**config.mk**
```make
export PLATFORM = sky130hd
export DESIGN_NAME = cpu_list_range_parser_unit
export DESIGN_NICKNAME = d
export VERILOG_FILES = /design/src/hdl/clrp_pkg.sv /design/src/hdl/clrp_in_stage.sv /design/src/hdl/clrp_core.sv /design/src/hdl/clrp_out_stage.sv /design/src/hdl/cpu_list_range_parser_unit.sv
export SDC_FILE = /design/constraint.sdc
export NUM_CORES = 1
export LEC_CHECK = 0
export ABC_CLOCK_PERIOD_IN_PS = 7600
export BUFFER_PORTS_ARGS = -buffer_cell sky130_fd_sc_hd__buf_2
export CAP_MARGIN = 20
export CORE_UTILIZATION = 50
export CTS_BUF_LIST = sky130_fd_sc_hd__clkbuf_4
export DETAILED_ROUTE_END_ITERATION = 7
export GPL_TIMING_DRIVEN = 1
export PLACE_DENSITY = 0.7
export SKIP_CTS_REPAIR_TIMING = 1
export SLEW_MARGIN = 25
export SYNTH_ARGS = -nofsm -noshare
export SYNTH_HDL_FRONTEND = slang
export SYNTH_SLANG_ARGS = --single-unit
```
**constraint.sdc**
```tcl
create_clock -name clk -period 7.6 [get_ports clk]
set_input_delay 0.38 -clock clk [delete_from_list [all_inputs] [get_ports clk]]
set_output_delay 0.38 -clock clk [all_outputs]
set_load 0.05 [all_outputs]
```
**src/hdl/clrp_pkg.sv**
```systemverilog
// Shared types and constants of the CPU list range parser.
`timescale 1ns / 1ps
package clrp_pkg;

	localparam int VAL_W     = 10;
	localparam int MASK_W    = 64;
	localparam int CORES_DEF = 64;

	localparam logic [7:0] SYM_ZERO   = 8'h30;
	localparam logic [7:0] SYM_NINE   = 8'h39;
	localparam logic [7:0] SYM_COMMA  = 8'h2C;
	localparam logic [7:0] SYM_HYPHEN = 8'h2D;
	localparam logic [7:0] SYM_SPACE  = 8'h20;

	localparam logic [VAL_W-1:0] ACC_MAX  = 10'd1023;
	localparam logic [3:0]       DEC_BASE = 4'd10;

	typedef struct packed {
		logic [7:0] symbol;
		logic       end_of_list;
	} item_t;

	typedef struct packed {
		logic [VAL_W-1:0]  range_first;
		logic [VAL_W-1:0]  range_final;
		logic [MASK_W-1:0] core_mask;
		logic              out_of_range;
		logic              list_done;
	} result_t;

endpackage

```
**src/hdl/clrp_in_stage.sv**
```systemverilog
// Input register stage of the CPU list range parser.
`timescale 1ns / 1ps
module clrp_in_stage
	import clrp_pkg::*;
(
	input  logic  clk,
	input  logic  arst_n,
	input  logic  item_valid,
	output logic  item_ready,
	input  item_t item,
	input  logic  advance,
	output logic  valid_s1,
	output item_t item_s1
);

	logic vld_s1;

	assign item_ready = !vld_s1 || advance;
	assign valid_s1   = vld_s1;

	always_ff @(posedge clk or negedge arst_n) begin
		if (!arst_n) begin
			vld_s1 <= 1'b0;
		end else if (item_ready) begin
			vld_s1 <= item_valid;
		end
	end

	always_ff @(posedge clk) begin
		if (item_valid && item_ready) begin
			item_s1 <= item;
		end
	end

endmodule

```
**src/hdl/clrp_core.sv**
```systemverilog
// Parser state, character decode and range commit into the core bitmap.
`timescale 1ns / 1ps
module clrp_core
	import clrp_pkg::*;
#(
	parameter int CORES = CORES_DEF
)
(
	input  logic    clk,
	input  logic    arst_n,
	input  item_t   item_s1,
	input  logic    fire,
	output logic    has_result,
	output result_t res
);

	localparam logic [VAL_W-1:0]  CORES_V    = VAL_W'(CORES);
	localparam logic [MASK_W-1:0] VALID_BITS =
		(CORES >= MASK_W) ? {MASK_W{1'b1}} : ((MASK_W'(1) << CORES) - MASK_W'(1));

	logic [VAL_W-1:0]  acc_q, start_q, end_q;
	logic              pend_q;
	logic [MASK_W-1:0] marked_q;

	logic              is_digit, is_hyphen, is_sep, eol;
	logic [13:0]       prod;
	logic [VAL_W-1:0]  acc_dig;
	logic [VAL_W-1:0]  acc_n, start_n, end_n;
	logic              pend_n;
	logic [VAL_W-1:0]  first, last;
	logic [MASK_W-1:0] span;
	logic [MASK_W-1:0] mask_n;

	always_comb begin
		is_digit  = (item_s1.symbol >= SYM_ZERO) && (item_s1.symbol <= SYM_NINE);
		is_hyphen = (item_s1.symbol == SYM_HYPHEN);
		is_sep    = (item_s1.symbol == SYM_COMMA) || (item_s1.symbol == SYM_SPACE);
		eol       = item_s1.end_of_list;

		prod    = 14'(acc_q) * 14'(DEC_BASE) + 14'(item_s1.symbol - SYM_ZERO);
		acc_dig = (prod > 14'(ACC_MAX)) ? ACC_MAX : prod[VAL_W-1:0];

		acc_n   = acc_q;
		start_n = start_q;
		end_n   = end_q;
		pend_n  = pend_q;
		// other characters leave the parser state untouched
		if (is_digit) begin
			acc_n = acc_dig;
			if (pend_q) begin
				end_n = acc_dig;
			end else begin
				start_n = acc_dig;
			end
		end else if (is_hyphen) begin
			acc_n  = '0;
			pend_n = 1'b1;
		end else if (is_sep) begin
			acc_n = '0;
		end

		first = start_n;
		last  = pend_n ? end_n : start_n;

		// bits past CORES stay clear; a reversed range matches no bit
		for (int i = 0; i < MASK_W; i++) begin
			span[i] = VALID_BITS[i] && (first <= VAL_W'(i)) && (VAL_W'(i) <= last);
		end
		mask_n = marked_q | span;

		has_result       = is_sep || eol;
		res.range_first  = first;
		res.range_final  = last;
		res.core_mask    = mask_n;
		res.out_of_range = (first <= last) && (last >= CORES_V);
		res.list_done    = eol;
	end

	always_ff @(posedge clk or negedge arst_n) begin
		if (!arst_n) begin
			acc_q    <= '0;
			start_q  <= '0;
			end_q    <= '0;
			pend_q   <= 1'b0;
			marked_q <= '0;
		end else if (fire) begin
			if (eol) begin
				acc_q    <= '0;
				start_q  <= '0;
				end_q    <= '0;
				pend_q   <= 1'b0;
				marked_q <= '0;
			end else begin
				acc_q   <= acc_n;
				start_q <= start_n;
				end_q   <= end_n;
				if (is_sep) begin
					pend_q   <= 1'b0;
					marked_q <= mask_n;
				end else begin
					pend_q <= pend_n;
				end
			end
		end
	end

`ifndef SYNTH
	a_clear_after_end: assert property (@(posedge clk) disable iff (!arst_n)
		fire && eol |=> (marked_q == '0) && (acc_q == '0) && !pend_q)
		else $error("parser state not cleared after end of list");

	a_flag_not_reversed: assert property (@(posedge clk) disable iff (!arst_n)
		has_result && res.out_of_range |-> res.range_first <= res.range_final)
		else $error("out_of_range flagged on a reversed range");

	a_no_high_bits: assert property (@(posedge clk) disable iff (!arst_n)
		(marked_q & ~VALID_BITS) == '0)
		else $error("bitmap holds a core at or beyond CORES");

	a_idle_holds: assert property (@(posedge clk) disable iff (!arst_n)
		!fire |=> $stable(marked_q) && $stable(acc_q) && $stable(pend_q))
		else $error("parser state changed without a transaction");
`endif

endmodule

```
**src/hdl/clrp_out_stage.sv**
```systemverilog
// Result register of the CPU list range parser.
`timescale 1ns / 1ps
module clrp_out_stage
	import clrp_pkg::*;
(
	input  logic    clk,
	input  logic    arst_n,
	input  logic    load,
	input  result_t res,
	output logic    free,
	output logic    result_valid,
	input  logic    result_ready,
	output result_t result
);

	logic valid_q;

	assign free         = !valid_q || result_ready;
	assign result_valid = valid_q;

	always_ff @(posedge clk or negedge arst_n) begin
		if (!arst_n) begin
			valid_q <= 1'b0;
		end else if (free) begin
			valid_q <= load;
		end
	end

	always_ff @(posedge clk) begin
		if (load) begin
			result <= res;
		end
	end

endmodule

```
**src/hdl/cpu_list_range_parser_unit.sv**
```systemverilog
// CPU list range parser: one character a cycle in, one result a commit out;
// a transaction passes the input and output registers. A character
// enters the input register, is decoded and committed into the core
// bitmap by combinational logic, and the result lands in the output register;
// a new character is taken every cycle as long as results are drained. A
// comma, a space or an end-of-list character produces a result; digits,
// hyphens and other characters produce none unless they end the list.
`timescale 1ns / 1ps
module cpu_list_range_parser_unit
	import clrp_pkg::*;
#(
	parameter int CORES = CORES_DEF
)
(
	input  logic    clk,
	input  logic    arst_n,
	input  logic    item_valid,
	output logic    item_ready,
	input  item_t   item,
	output logic    result_valid,
	input  logic    result_ready,
	output result_t result
);

	logic    valid_s1;
	item_t   item_s1;
	logic    has_result;
	result_t res;
	logic    free;
	logic    advance;

	// advance when the character yields nothing or the result slot is open
	assign advance = valid_s1 && (!has_result || free);

	clrp_in_stage u_in (
		.clk        (clk),
		.arst_n     (arst_n),
		.item_valid (item_valid),
		.item_ready (item_ready),
		.item       (item),
		.advance    (advance),
		.valid_s1   (valid_s1),
		.item_s1    (item_s1)
	);

	clrp_core #(.CORES(CORES)) u_core (
		.clk        (clk),
		.arst_n     (arst_n),
		.item_s1    (item_s1),
		.fire       (advance),
		.has_result (has_result),
		.res        (res)
	);

	clrp_out_stage u_out (
		.clk          (clk),
		.arst_n       (arst_n),
		.load         (advance && has_result),
		.res          (res),
		.free         (free),
		.result_valid (result_valid),
		.result_ready (result_ready),
		.result       (result)
	);

endmodule

```
==> impl_metrics.env <==
export IMPL_die_area_um2=21400
export IMPL_reg2reg_slack_ps=1270
export IMPL_cp_required_ps=7990
export IMPL_rows=52
export IMPL_dr_total_vias=8686
export IMPL_slew_limit_headroom_pct=37.1
export IMPL_grt_pass1_wl_mm=46.4
export IMPL_synth_ff_latch_count=192
export IMPL_yosysSeqAreaShare_pct=50.7
export IMPL_cts_max_path_buffers=2
export IMPL_cts_tree="yes"
export IMPL_numCtsBuffers=17
export IMPL_die_h_um=146
export IMPL_cap_violations=0
export IMPL_dieWidth_um=146
export IMPL_rsz0062_at_grt="no"
export IMPL_synth_area_leaders="edfxtp_1 27%, dfrtp_1 23%, ha_1 4.4%"
export IMPL_grt_use_total_pct=28.1
export IMPL_p_leak_nw=5.10
export IMPL_grt_pass1_vias=8061
export IMPL_antenna_found_initial=3
export IMPL_htree_num_levels=4
export IMPL_criticalPathCategory="reg -> reg"
export IMPL_gp_congestion=0.953
export IMPL_hold_path_class="in -> reg"
export IMPL_hold_viol_final=0
export IMPL_avgRoutedWirePerCell_um=21.7
export IMPL_synth_fp_nets=1042
export IMPL_synth_edff_count=95
export IMPL_worst_pin_slew_ps=942
export IMPL_crit_path_start_kind="register"
export IMPL_drc=0
export IMPL_cts_root_buf="clkbuf_4"
export IMPL_ir_worst_vdd_v=0.000152
export IMPL_firstDrtPassIters=6
export IMPL_ys_warn_count=0
export IMPL_crit_fanout=17
export IMPL_grt_max_degree=55
export IMPL_syn_to_final_growth_pct=11.5
export IMPL_routed_wl_mm=29.9
export IMPL_syn_instance_count=990
export IMPL_synth_area_um2=10400
export IMPL_clock_latency_ps=620
export IMPL_pwr_density_cell_nw_per_um2=264
export IMPL_period_share_pct=83.3
export IMPL_async_flop_share_pct=50.5
export IMPL_reg2regPathDepth=23
export IMPL_synthFlopType="dfrtp_1"
export IMPL_routed_via_density=6.31
export IMPL_fin_setup_tns_ps=0
export IMPL_pin_count=101
export IMPL_ant_nets=0
export IMPL_nets=1143
export IMPL_fmax_ghz=0.158
export IMPL_cts_clk_slew_worst_paths_ps=170
export IMPL_synth_avg_cell_area_um2=10.5
export IMPL_core_area_um2=20300
export IMPL_hold_path_depth=3
export IMPL_cts_sinks=192
export IMPL_portBuffers=100
export IMPL_dp_hpwl_mm=21.0
export IMPL_maxSlewViolCount=0
export IMPL_netlist_area_leader_share_pct=27.4
export IMPL_ys_types=80
export IMPL_cp_end_kind="register"
export IMPL_grt_ovfl_total=0
export IMPL_worst_ep_arrival_time_ps=6720
export IMPL_first_iter_violations=1113
export IMPL_final_layout_size_suffix_gt1_share_pct=19.7
export IMPL_synth_top_area_cell="edfxtp_1"
export IMPL_setup_violations=0
export IMPL_finClkSkew_ps=38.5
export IMPL_final_util_pct=57.2
export IMPL_outcome="completed"
export IMPL_min_period_ps=6330
export IMPL_start_util_pct=51.3
[power breakdown]
part | internal (mW) | switching, mW
sequential | 1.30 | 0.0719
clock | 0.184 | 0.413
combinational | 0.339 | 0.758
[registers in the layout, summed over array words and instances (netlist names)]
register	flops
u_out.result	86
u_core.marked_q	64
u_core.acc_q	10
u_core.end_q	10
u_core.start_q	10
u_in.item_s1	9
u_core.pend_q	1
u_in.valid_s1	1
u_out.result_valid	1
[worst max-delay path, stage by stage, from the launching register on]
cell	delay [ps]
dfrtp_1	460
ha_1	300
ha_1	160
inv_1	50
fa_1	400
nor2_1	110
o21ai_0	90
a21oi_1	210
o21a_1	150
nor2_1	60
xnor2_1	140
ha_1	370
nand2_1	90
o21ai_0	210
a22o_1	240
o211ai_1	140
nor3_2	630
buf_4	280
a41oi_1	200
a22oi_2	340
nand3_2	410
nor3_4	580
nor2_1	190
a31o_2	270
[logic make-up after synthesis]
family                     share of synthesized area, %
AOI/OAI and AO/OA                                  25.1
and+or+nand+nor                                    13.4
DFF                                                50.7
buffers and inverters                              3.60
adders and majority gates                          4.83
xor gates and xnor gates                           1.61
muxes                                             0.733
[per-stage QoR]
step	total power, mW	worst slack [ps]	area [um2]	std cells	hold slack, ps
2_1_floorplan	2.16	2360	10400	990	84.4
3_3_place_gp	2.45	1490	11200	1331	426
3_5_place_dp	2.46	1380	11200	1331	424
4_1_cts	3.04	1380	11500	1363	-237
6_report	3.06	1270	11600	1376	110
5_1_grt	3.20	889	11600	1376	88.0
[cell usage after synthesis, drive strengths merged, types with 4 or more instances]
library cell and number:
dfrtp 97, edfxtp 95, nand2 85, nor2 80, a21oi 69, o21ai 67
a22o 41, a21o 40, ha 37, inv 36, buf 27, clkbuf 24
a31oi 22, or2 21, nor3 16, a31o 14, a32o 14, nand2b 12
nand3 12, o21bai 12, nand4 11, o21a 11, xnor2 11, a211oi 10
o31ai 10, and2 9, and3 9, or3 9, a22oi 8, a41oi 8
nor4 6, o211ai 6, o22ai 6, xor2 6, a221oi 4, mux2i 4
nor2b 4, o221ai 4, or4 4
[layout make-up]
class,instances,area [um2]
Clock inverter,15,186
Multi-Input combinational cell,711,4760
Timing Repair Buffer,133,778
Tap cell,270,338
Sequential cell,192,5280
Clock buffer,17,128
Fill cell,1789,8680
Antenna cell,2,5.00
Inverter,36,136
[placed cells by master, fill, tap and decap left out, types with 10 or more instances in the layout]
master and count:
buf_2 99, dfrtp_1 97, edfxtp_1 95, nand2_1 85, nor2_1 75, a21oi_1 68
o21ai_0 60, a22o_1 41, a21o_1 40, ha_1 37, inv_1 28, buf_4 23
a31oi_1 22, or2_2 17, clkbuf_4 17, a32o_1 14, o21bai_1 12, nand2b_1 12
nor3_1 12, nand3_1 11, xnor2_1 11, o21a_1 11, a31o_2 11, dlygate4sd3_1 11
nand4_1 10
[path summary, 6_finish.rpt]
kind | from | endpoint
max in group asynchronous | arst_n | u_core.end_q[4]
hold / removal | result_ready | u_out.result_valid
min in group asynchronous | arst_n | u_core.marked_q[23]
hold reg to reg | u_core.marked_q[58] | u_core.marked_q[58]
setup / recovery | u_core.acc_q[1] | u_out.result[19]
setup reg to reg | u_core.acc_q[1] | u_out.result[19]
[routing by layer]
layer / share of wire (%) / global-route usage, % / up-vias / routed length, um
met3: 9.3 / 6.69 / 73 / 2800
li1: - / - / 3952 / -
met4: 2.5 / 9.43 / 0 / 734
met2: 42 / 38.9 / 464 / 12600
met1: 46 / 43.0 / 4197 / 13800
met5: 0 / 0 / - / 0
No activity file was read; power rests on OpenSTA's default activity.
